### config.mk
export PLATFORM = sky130hd
export DESIGN_NAME = log_record_deframer_crc32
export DESIGN_NICKNAME = d
export VERILOG_FILES = /design/src/lrd_pkg.sv /design/src/lrd_out_buf.sv /design/src/log_record_deframer_crc32.sv
export SDC_FILE = /design/constraint.sdc
export NUM_CORES = 1
export LEC_CHECK = 0
export ABC_AREA = 1
export BUFFER_PORTS_ARGS = -buffer_cell sky130_fd_sc_hd__buf_4
export CAP_MARGIN = 20
export CELL_PAD_IN_SITES_DETAIL_PLACEMENT = 1
export CELL_PAD_IN_SITES_GLOBAL_PLACEMENT = 1
export CORE_MARGIN = 2
export CORE_UTILIZATION = 36
export DETAILED_ROUTE_END_ITERATION = 8
export PLACE_DENSITY = 0.71
export REMOVE_ABC_BUFFERS = 1
export SETUP_SLACK_MARGIN = 0.15
export SLEW_MARGIN = 5
export SYNTH_ARGS = -nofsm -noshare
export SYNTH_HDL_FRONTEND = slang
export SYNTH_SLANG_ARGS = --single-unit
### constraint.sdc
create_clock -name clk -period 19 [get_ports clk]
set_input_delay 0.95 -clock clk [delete_from_list [all_inputs] [get_ports clk]]
set_output_delay 0.95 -clock clk [all_outputs]
set_load 0.01 [all_outputs]
### src/lrd_pkg.sv
package lrd_pkg;

  // CRC-32, reflected form
  localparam logic [31:0] CRC_POLY = 32'hEDB8_8320;
  localparam logic [31:0] CRC_INIT = 32'hFFFF_FFFF;

  // Result transaction, first field in the highest bits
  typedef struct packed {
    logic [31:0] computed_check;
    logic [31:0] stored_check;
    logic [31:0] metadata_length;
    logic [31:0] vector_length;
    logic [31:0] document_id;
    logic [7:0]  operation_code;
    logic [63:0] sequence_number;
    logic [33:0] payload_index;
    logic [7:0]  payload_byte;
    logic [2:0]  event_kind;
  } result_t;

  localparam int RESULT_W = $bits(result_t);
  localparam int TDATA_W  = ((RESULT_W + 7) / 8) * 8;

  // Advance the CRC by one byte, one bit per step
  function automatic logic [31:0] crc32_byte(input logic [31:0] c, input logic [7:0] b);
    logic [31:0] r;
    r = c ^ {24'd0, b};
    for (int i = 0; i < 8; i++) begin
      r = r[0] ? ((r >> 1) ^ CRC_POLY) : (r >> 1);
    end
    return r;
  endfunction

endpackage

### src/lrd_out_buf.sv
module lrd_out_buf (
  input  logic             clk,
  input  logic             rst,
  input  logic             push,
  input  lrd_pkg::result_t push_data,
  output logic             ready,
  output logic             m_tvalid,
  input  logic             m_tready,
  output lrd_pkg::result_t m_data
);

  logic             main_valid;
  logic             skid_valid;
  lrd_pkg::result_t main_data;
  lrd_pkg::result_t skid_data;

  assign ready    = !skid_valid;
  assign m_tvalid = main_valid;
  assign m_data   = main_data;

  // Refill the output register from the skid stage first, else from the parser
  always_ff @(posedge clk) begin
    if (rst) begin
      main_valid <= 1'b0;
      skid_valid <= 1'b0;
    end else if (!main_valid || m_tready) begin
      if (skid_valid) begin
        main_data  <= skid_data;
        main_valid <= 1'b1;
        skid_valid <= 1'b0;
      end else begin
        main_data  <= push_data;
        main_valid <= push;
      end
    end else if (push) begin
      skid_data  <= push_data;
      skid_valid <= 1'b1;
    end
  end

endmodule

### src/log_record_deframer_crc32.sv
// Each result is registered in the output stage before it appears on m_tvalid.
// Throughput: one byte per cycle while s_tready is high; CRC update, field counter and compare sit in one stage.
// A two-entry output stage keeps s_tready high while one result waits on m_tready.
// Reset: synchronous, active high; the parser expects magic byte zero, the CRC is all
// ones, the output stage is empty and record_magic is zero.
module log_record_deframer_crc32 (
  input  logic        clk,
  input  logic        rst,
  input  logic        s_tvalid,
  output logic        s_tready,
  input  logic [7:0]  s_tdata,   // [7:0] data_byte
  input  logic        s_tlast,   // end_of_stream
  output logic        m_tvalid,
  input  logic        m_tready,
  output logic [lrd_pkg::TDATA_W-1:0] m_tdata,
  // [2:0] event_kind, [10:3] payload_byte, [44:11] payload_index,
  // [108:45] sequence_number, [116:109] operation_code, [148:117] document_id,
  // [180:149] vector_length, [212:181] metadata_length, [244:213] stored_check,
  // [276:245] computed_check, rest zero
  input  logic        cfg_valid,
  output logic        cfg_ready,
  input  logic [31:0] cfg_data   // record_magic
);

  typedef enum logic [3:0] {
    PH_MAGIC = 4'd0,
    PH_SEQ   = 4'd1,
    PH_OP    = 4'd2,
    PH_ID    = 4'd3,
    PH_DIM   = 4'd4,
    PH_VEC   = 4'd5,
    PH_MLEN  = 4'd6,
    PH_META  = 4'd7,
    PH_CHECK = 4'd8,
    PH_WAIT  = 4'd9
  } phase_t;

  typedef enum logic [2:0] {
    EV_VECTOR    = 3'd0,
    EV_META      = 3'd1,
    EV_GOOD      = 3'd2,
    EV_BAD_CRC   = 3'd3,
    EV_BAD_MAGIC = 3'd4,
    EV_TRUNC     = 3'd5
  } kind_t;

  logic [31:0] record_magic;

  phase_t      phase, phase_next;
  logic [33:0] cnt, cnt_next, cnt_inc, field_size;
  logic [63:0] seq, seq_next;
  logic [7:0]  op, op_next;
  logic [31:0] id, id_next;
  logic [31:0] dim, dim_next;
  logic [31:0] mlen, mlen_next;
  logic [31:0] chk, chk_next;
  logic [31:0] crc, crc_next;

  logic             accept;
  logic             buf_ready;
  logic             res_valid;
  lrd_pkg::result_t res;
  lrd_pkg::result_t out_data;
  logic             fdone;
  logic             rec_done;
  logic             clear_rec;
  logic             wait_after;
  logic [7:0]       magic_byte;
  logic [31:0]      calc;

  assign cfg_ready = 1'b1;
  assign s_tready  = buf_ready;
  assign accept    = s_tvalid && s_tready;
  assign m_tdata   = {{(lrd_pkg::TDATA_W - lrd_pkg::RESULT_W){1'b0}}, out_data};

  assign magic_byte = record_magic[cnt[1:0]*8 +: 8];
  assign cnt_inc    = cnt + 34'd1;
  assign fdone      = (cnt_inc >= field_size);
  assign calc       = ~crc;

  // Hold the expected magic
  always_ff @(posedge clk) begin
    if (rst) begin
      record_magic <= '0;
    end else if (cfg_valid && cfg_ready) begin
      record_magic <= cfg_data;
    end
  end

  // Select the size of the current field or part
  always_comb begin
    case (phase)
      PH_MAGIC: field_size = 34'd4;
      PH_SEQ:   field_size = 34'd8;
      PH_OP:    field_size = 34'd1;
      PH_VEC:   field_size = {dim, 2'b00};
      PH_META:  field_size = {2'b00, mlen};
      default:  field_size = 34'd4;
    endcase
  end

  // Parse one byte
  always_comb begin
    phase_next = phase;
    cnt_next   = cnt;
    seq_next   = seq;
    op_next    = op;
    id_next    = id;
    dim_next   = dim;
    mlen_next  = mlen;
    chk_next   = chk;
    crc_next   = crc;
    res        = '0;
    res_valid  = 1'b0;
    rec_done   = 1'b0;
    clear_rec  = 1'b0;
    wait_after = 1'b0;

    if (phase == PH_MAGIC && s_tdata != magic_byte) begin
      // Bad magic: report at once, then ignore bytes up to the end flag
      res.event_kind = EV_BAD_MAGIC;
      res_valid      = 1'b1;
      clear_rec      = 1'b1;
      wait_after     = !s_tlast;
    end else if (phase <= PH_CHECK) begin
      if (phase != PH_CHECK) begin
        crc_next = lrd_pkg::crc32_byte(crc, s_tdata);
      end
      cnt_next = fdone ? 34'd0 : cnt_inc;

      case (phase)
        PH_MAGIC: begin
          if (fdone) phase_next = PH_SEQ;
        end
        PH_SEQ: begin
          seq_next[cnt[2:0]*8 +: 8] = seq[cnt[2:0]*8 +: 8] | s_tdata;
          if (fdone) phase_next = PH_OP;
        end
        PH_OP: begin
          op_next = s_tdata;
          if (fdone) phase_next = PH_ID;
        end
        PH_ID: begin
          id_next[cnt[1:0]*8 +: 8] = id[cnt[1:0]*8 +: 8] | s_tdata;
          if (fdone) phase_next = PH_DIM;
        end
        PH_DIM: begin
          dim_next[cnt[1:0]*8 +: 8] = dim[cnt[1:0]*8 +: 8] | s_tdata;
          if (fdone) phase_next = (dim_next != '0) ? PH_VEC : PH_MLEN;
        end
        PH_VEC: begin
          res.event_kind    = EV_VECTOR;
          res.payload_byte  = s_tdata;
          res.payload_index = cnt;
          res_valid         = 1'b1;
          if (fdone) phase_next = PH_MLEN;
        end
        PH_MLEN: begin
          mlen_next[cnt[1:0]*8 +: 8] = mlen[cnt[1:0]*8 +: 8] | s_tdata;
          if (fdone) phase_next = (mlen_next != '0) ? PH_META : PH_CHECK;
        end
        PH_META: begin
          res.event_kind    = EV_META;
          res.payload_byte  = s_tdata;
          res.payload_index = cnt;
          res_valid         = 1'b1;
          if (fdone) phase_next = PH_CHECK;
        end
        default: begin
          chk_next[cnt[1:0]*8 +: 8] = chk[cnt[1:0]*8 +: 8] | s_tdata;
          if (fdone) begin
            res.event_kind      = (calc == chk_next) ? EV_GOOD : EV_BAD_CRC;
            res.sequence_number = seq;
            res.operation_code  = op;
            res.document_id     = id;
            res.vector_length   = dim;
            res.metadata_length = mlen;
            res.stored_check    = chk_next;
            res.computed_check  = calc;
            res_valid           = 1'b1;
            rec_done            = 1'b1;
            clear_rec           = 1'b1;
          end
        end
      endcase

      // End flag inside a record: replace any result with truncation
      if (s_tlast && !rec_done) begin
        res            = '0;
        res.event_kind = EV_TRUNC;
        res_valid      = 1'b1;
        clear_rec      = 1'b1;
      end
    end else begin
      // Waiting after a stop: the end flag rearms parsing
      clear_rec  = s_tlast;
      wait_after = !s_tlast;
    end

    if (clear_rec) begin
      phase_next = PH_MAGIC;
      cnt_next   = '0;
      seq_next   = '0;
      op_next    = '0;
      id_next    = '0;
      dim_next   = '0;
      mlen_next  = '0;
      chk_next   = '0;
      crc_next   = lrd_pkg::CRC_INIT;
    end
    if (wait_after) begin
      phase_next = PH_WAIT;
    end
  end

  // Advance parser state on each accepted transaction
  always_ff @(posedge clk) begin
    if (rst) begin
      phase <= PH_MAGIC;
      cnt   <= '0;
      seq   <= '0;
      op    <= '0;
      id    <= '0;
      dim   <= '0;
      mlen  <= '0;
      chk   <= '0;
      crc   <= lrd_pkg::CRC_INIT;
    end else if (accept) begin
      phase <= phase_next;
      cnt   <= cnt_next;
      seq   <= seq_next;
      op    <= op_next;
      id    <= id_next;
      dim   <= dim_next;
      mlen  <= mlen_next;
      chk   <= chk_next;
      crc   <= crc_next;
    end
  end

  lrd_out_buf u_out_buf (
    .clk       (clk),
    .rst       (rst),
    .push      (accept && res_valid),
    .push_data (res),
    .ready     (buf_ready),
    .m_tvalid  (m_tvalid),
    .m_tready  (m_tready),
    .m_data    (out_data)
  );

`ifndef NO_ASSERTIONS
  // A full skid stage implies the output register holds a result
  a_skid_behind_main: assert property (@(posedge clk) disable iff (rst)
    !s_tready |-> m_tvalid)
    else $error("skid stage full while output register empty");

  // An accepted end flag always leaves the parser expecting a new record
  a_end_rearms: assert property (@(posedge clk) disable iff (rst)
    (s_tvalid && s_tready && s_tlast) |=> (phase == PH_MAGIC && cnt == '0))
    else $error("parser not rearmed after end of stream");

  // At the start of a record the CRC is at its initial value
  a_crc_fresh: assert property (@(posedge clk) disable iff (rst)
    (phase == PH_MAGIC && cnt == '0) |-> (crc == lrd_pkg::CRC_INIT))
    else $error("CRC not reset at record start");
`endif

endmodule
==> results.sh, run 1 <==
export IMPL_status="finished, final reports clean"
export IMPL_port_buffers=324
export IMPL_cts_reportedPaths_clkPinSlew_ns=0.06
export IMPL_yosys_most_used_dff="edfxtp_1"
export IMPL_post_cts_resized=0
export IMPL_antenna_found_initial=2
export IMPL_synthCells=5033
export IMPL_cts_sinks=858
export IMPL_crit_slowest_cell="buf_4"
export IMPL_die_w_um=341
export IMPL_cts_made_buffers=94
export IMPL_hold_viol=0
export IMPL_grt_overflow=0
export IMPL_critPathBufInv=6
export IMPL_hold_class="reg2reg"
export IMPL_cp_max_fo=76
export IMPL_pin_count=329
export IMPL_layout_commonest_cell="nand2_1"
export IMPL_fin_skew_ns=0.0304
export IMPL_setup_viol=0
export IMPL_hpwlAfterDp_um=98600
export IMPL_synth_edf_count=554
export IMPL_grt_pass1_wl_um=221000
export IMPL_num_rows=123
export IMPL_async_flop_share_pct=0
export IMPL_leakage_nw=19.6
export IMPL_required_ns=19.30
export IMPL_cts_buffer_depth=3
export IMPL_yosysSeqAreaShare_pct=55.4
export IMPL_clk_latency_ns=0.70
export IMPL_cellPowerDensity_mw_per_mm2=102
export IMPL_ant_nets=0
export IMPL_hold_buffers=0
export IMPL_cts_tree="done"
export IMPL_coreArea_mm2=0.113
export IMPL_drc=0
export IMPL_worstSetupStartpointType="flop"
export IMPL_worstPathCellList="ha_1 > nand3_1 > nor2_1 > nand4_1 > nor3_1 > nand2_1 > inv_1 > nand3_1 > xor2_1 > inv_1 > ha_1 > nand2_1 > nor2_1 > nand4_1 > nor2_1 > nand4_1 > nand4_1 > nand2_1 > a31oi_1 > inv_1 > nor2_4 > buf_4 > buf_4 > buf_4"
export IMPL_maxCapViolCount=0
export IMPL_final_util_pct=42.5
export IMPL_report_final_slew_viol_count=0
export IMPL_worst_path_most_repeated_cell="nand4_1"
export IMPL_rsz0062_at_grt="no"
export IMPL_yosysWarningCount=0
export IMPL_fp_dieH_um=341
export IMPL_final_nets=5309
export IMPL_drive_gt1_share_pct=10.5
export IMPL_synthDistinctLibCells=43
export IMPL_ir_drop_mv=0.0713
export IMPL_power_total_mw=4.91
export IMPL_maxSlewHeadroom_pct=27.5
export IMPL_dr_total_vias=35600
export IMPL_cp_slowest_stage_delay_ns=0.93
export IMPL_place_gp_congestion=0.897
export IMPL_cts_setup_buffers=0
export IMPL_drt_vias_per_instance=5.23
export IMPL_htreeDepth=3
export IMPL_grt_start_max_net_pins=149
export IMPL_fin_crit_sh_pct=41.0
export IMPL_ys_ff_latch=858
export IMPL_syn_area_mm2=0.0410
export IMPL_worstPathArrival_ns=8.10
export IMPL_totalWireLength_um=145000
export IMPL_first_global_vias=35700
export IMPL_fmax_mhz=128
export IMPL_critPathKind="reg2reg"
export IMPL_fin_crit_ns=7.80
export IMPL_final_cell_mix="1665 x nand2_1, 667 x nor2_1, 554 x edfxtp_1, 379 x inv_1, 377 x buf_4"
export IMPL_dr_pass1_iters=5
export IMPL_worst_setup_path_end_kind="flop"
export IMPL_tightest_slew_ns=1.09
export IMPL_drt_initial_drc_count=3000
export IMPL_place_area_mm2=0.0446
export IMPL_syn_avg_cell_area_um2=8.15
export IMPL_die_area_mm2=0.117
export IMPL_wl_per_cell_um=21.3
export IMPL_grt_usage_pct=24.4
export IMPL_cts_root_buffer="clkbuf_16"
export IMPL_design_area_mm2=0.0479
export IMPL_syn2layout_area_growth_pct=16.8
export IMPL_start_util_pct=36.4
export IMPL_cp_top_family="buffers and inverters"
[cell usage after synthesis (2+ instances only)]
cell	number	area, µm²
nor3b_1	3	22.5
xnor2_2	2	32.5
a221o_1	4	40.0
nand2_2	2	12.5
nand2_1	1665	6250
o21a_1	2	15.0
nand3b_1	9	67.6
xnor2_1	15	131
clkbuf_1	182	683
o21ai_1	4	20.0
nand3_1	265	1330
o22ai_1	30	188
o211ai_1	7	52.6
a22oi_1	39	293
buf_1	37	139
buf_4	5	37.5
nand4_1	62	388
a31oi_1	2	12.5
inv_1	381	1430
ha_1	41	513
o21ai_0	267	1340
xor2_1	91	797
nor2_2	2	12.5
edfxtp_1	554	16600
nor4_1	3	18.8
inv_2	9	33.8
nor3_1	74	370
buf_2	64	320
conb_1	2	7.51
a21oi_1	221	1110
clkinv_1	3	11.3
dfxtp_1	304	6090
nor2_1	672	2520
[metrics by stage]
step / worst slack [ns] / hold WS, ns / TNS [ns] / cells
2_1_floorplan: -1.42 / 0.435 / -393.98 / 4745
3_3_place_gp: 11.44 / 0.456 / 0 / 6622
3_5_place_dp: 11.25 / 0.462 / 0 / 6623
4_1_cts: 11.21 / 0.429 / 0 / 6801
5_1_grt: 10.47 / 0.474 / 0 / 6804
6_report: 11.20 / 0.468 / 0 / 6805
[metal layers]
layer  wire (µm)  track usage (%)  up-vias  share of wire, %
met4        4450             8.31        0               3.1
li1            -                -    16700                 -
met2       67200             39.4     1132                46
met1       65000             33.9    17500                45
met5           0                0        -                 0
met3        8640             3.18      257               5.9
[where the power goes]
group	switching, mW	leakage (nW)	internal [mW]
sequential	0.0753	7.62	2.09
combinational	0.573	10.4	0.225
clock	0.806	1.56	1.13
[flip-flops by register name (all words and copies together), names as in the netlist]
name,flops
u_out_buf.skid_valid,1
dim,32
phase,4
u_out_buf.skid_data,277
record_magic,32
crc,32
mlen,32
op,8
u_out_buf.m_tvalid,1
cnt,34
id,32
u_out_buf.m_data,277
chk,32
seq,64
[logic make-up after synthesis]
group | share of synthesized area (%)
adder cells (fa/ha/maj) | 1.25
buffers and inverters | 6.52
AO/OA/AOI/OAI | 7.59
other | 0.0183
flip-flops | 55.4
XOR/XNOR | 2.34
AND/OR/NAND/NOR | 26.9
[worst reg2reg max path, cell delays in order (launching register included)]
cell and delay, ns:
dfxtp_4 0.76, ha_1 0.32, nand3_1 0.13, nor2_1 0.29, nand4_1 0.31, nor3_1 0.36
nand2_1 0.17, inv_1 0.11, nand3_1 0.10, xor2_1 0.15, inv_1 0.08, ha_1 0.30
nand2_1 0.07, nor2_1 0.15, nand4_1 0.13, nor2_1 0.16, nand4_1 0.14, nand4_1 0.41
nand2_1 0.17, a31oi_1 0.32, inv_1 0.12, nor2_4 0.10, buf_4 0.74, buf_4 0.95
buf_4 0.87
[area by class of cell]
| type | instances | area [µm²] |
|---|---|---|
| Fill cell | 13400 | 64800 |
| Sequential cell | 858 | 22700 |
| Multi-Input combinational cell | 3494 | 15700 |
| Timing Repair Buffer | 381 | 2910 |
| Clock buffer | 114 | 2460 |
| Tap cell | 1500 | 1880 |
| Inverter | 393 | 1490 |
| Clock inverter | 64 | 751 |
| Antenna cell | 1 | 2.50 |
[worst paths after layout]
path                                           start                           endpoint  slack, ns  depth (start not counted)
worst min register to register  cnt[22]$_SDFFE_PP0P_               cnt[22]$_SDFFE_PP0P_       0.47                          2
worst max-delay path             cnt[0]$_SDFFE_PP0P_  u_out_buf.skid_data[11]$_DFFE_PP_      11.20                         24
worst min-delay path            cnt[22]$_SDFFE_PP0P_               cnt[22]$_SDFFE_PP0P_       0.47                          2
worst max register to register   cnt[0]$_SDFFE_PP0P_  u_out_buf.skid_data[11]$_DFFE_PP_      11.20                         24
Power figures use the tool's default switching activity.
==> run 2: changes to the inputs <==
Clock period 19 ns to 7.4 ns, I/O delays scaled along.
==> run 2 against run 1 <==
Global-route usage decreased by 0.22 points. Clock skew increased by 0.0011 ns. Combinational power rose to 2.6 times the previous value. Fmax grew 26%. Register-to-register slack worse by 10 ns. Clock power rose to 2.6 times the previous value. Clock-buffer cell count unchanged. Sequential share of layout area is 0.45 points lower. Worst setup slack worse by 10 ns. Flip-flop and latch count is the same. Cell area increased by 0.97%. Power grew to 2.6 times the previous value. Largest power group unchanged.
==> results.sh, run 2 (same netlist as run 1, synthesis figures left out) <==
export IMPL_status="finished, final reports clean"
export IMPL_multi_input_area_mm2=0.0157
export IMPL_power_total_mw=12.7
export IMPL_die_area_mm2=0.117
export IMPL_pin_count=329
export IMPL_maxCapViolCount=0
export IMPL_antennaDiodeCount=0
export IMPL_place_gp_congestion=0.894
export IMPL_cts_tree="done"
export IMPL_fin_skew_ns=0.0316
export IMPL_final_util_pct=42.9
export IMPL_fin_crit_ns=6.21
export IMPL_first_global_vias=35700
export IMPL_port_buffers=324
export IMPL_cp_top_family="simple AND/OR/NAND/NOR gates"
export IMPL_setup_viol=0
export IMPL_totalWireLength_um=145000
export IMPL_grt_pass1_wl_um=219000
export IMPL_drt_initial_drc_count=2784
export IMPL_fin_crit_sh_pct=83.9
export IMPL_dr_total_vias=35700
export IMPL_worst_path_most_repeated_cell="nand2_1"
export IMPL_clk_latency_ns=0.71
export IMPL_antenna_found_initial=1
export IMPL_finalSetupTns_ns=0
export IMPL_hold_class="in2reg"
export IMPL_cts_sinks=858
export IMPL_ir_drop_mv=0.200
export IMPL_fillers=13500
export IMPL_fp_dieH_um=341
export IMPL_rsz0062_at_grt="no"
export IMPL_critPathBufInv=5
export IMPL_coreArea_mm2=0.113
export IMPL_cellPowerDensity_mw_per_mm2=262
export IMPL_cp_max_fo=33
export IMPL_cts_reportedPaths_clkPinSlew_ns=0.06
export IMPL_crit_slowest_cell="inv_1"
export IMPL_worstSetupStartpointType="flop"
export IMPL_post_cts_resized=0
export IMPL_hold_viol=0
export IMPL_worstPathArrival_ns=6.83
export IMPL_die_w_um=341
export IMPL_grt_usage_pct=24.2
export IMPL_leakage_nw=19.8
export IMPL_maxSlewHeadroom_pct=27.5
export IMPL_drt_vias_per_instance=5.21
export IMPL_design_area_mm2=0.0484
export IMPL_grt_start_max_net_pins=152
export IMPL_start_util_pct=36.4
export IMPL_whs_ns=0.0770
export IMPL_final_nets=5347
export IMPL_cts_root_buffer="clkbuf_16"
export IMPL_layout_commonest_cell="nand2_1"
export IMPL_grt_overflow=0
export IMPL_dr_pass1_iters=5
export IMPL_cts_made_buffers=96
export IMPL_place_ws_ns=1.33
export IMPL_final_cell_mix="1665 x nand2_1, 667 x nor2_1, 554 x edfxtp_1, 379 x inv_1, 375 x buf_4"
export IMPL_worst_setup_path_end_kind="flop"
export IMPL_critPathKind="reg2reg"
export IMPL_drc=0
export IMPL_required_ns=8.03
export IMPL_htreeDepth=3
export IMPL_cts_buffer_depth=3
export IMPL_drive_gt1_share_pct=10.6
export IMPL_hpwlAfterDp_um=98000
export IMPL_num_rows=123
export IMPL_fmax_mhz=161
export IMPL_cts_setup_buffers=0
export IMPL_report_final_slew_viol_count=0
export IMPL_place_area_mm2=0.0447
export IMPL_cp_slowest_stage_delay_ns=0.77
export IMPL_seq_area_mm2=0.0227
export IMPL_syn2layout_area_growth_pct=17.9
export IMPL_tightest_slew_ns=1.08
export IMPL_wl_per_cell_um=21.2
export IMPL_ant_nets=0
export IMPL_placed_cells=6624
export IMPL_setup_slack_ns=1.19
export IMPL_layoutNonFillerInstCount=6841
-- run 2: timing repair --
action,CTS,global route
hold buffers,32,0
endpoints found under the hold margin,32,0
setup endpoints to repair,0,0
-- run 2: routing by layer --
metal | vias up | track usage [%] | part of all wire (%) | wire length, µm
li1 | 16800 | - | - | -
met1 | 17600 | 33.5 | 45 | 64900
met2 | 1023 | 39.6 | 47 | 68000
met3 | 213 | 3.21 | 5.8 | 8370
met4 | 2 | 7.21 | 2.7 | 3900
met5 | - | 0 | 0.012 | 18
-- run 2: worst paths after layout --
path,depth (start not counted),slack [ns],to,start
max,27,1.19,crc[10]$_SDFFE_PP1P_,cnt[2]$_SDFFE_PP0P_
min,3,0.08,op[7]$_SDFFE_PP0P_,s_tdata[7]
min reg2reg,2,0.47,seq[23]$_SDFFE_PP0P_,seq[23]$_SDFFE_PP0P_
max reg2reg,27,1.19,crc[10]$_SDFFE_PP1P_,cnt[2]$_SDFFE_PP0P_
-- run 2: area by class of cell --
class	instances	area share [%]
clock buffers	114	5.21
clock inverters	65	1.56
inverters	393	3.07
multi-input cells	3494	32.4
flip-flops and latches	858	47.0
well taps	1500	3.88
repair buffers	417	6.86
-- run 2: power breakdown --
part           internal (mW)  switching [mW]  total, mW  leakage, nW
clock network           2.94            2.09       5.02         1.58
logic                  0.598            1.49       2.09         10.6
registers               5.38           0.181       5.56         7.62
-- run 2: worst min-delay path, delay by kind of cell --
kind                   cells  cell delay (ns)
buffers and inverters      1             0.17
AO/OA/AOI/OAI              1             0.07
AND/OR/NAND/NOR            1             0.12
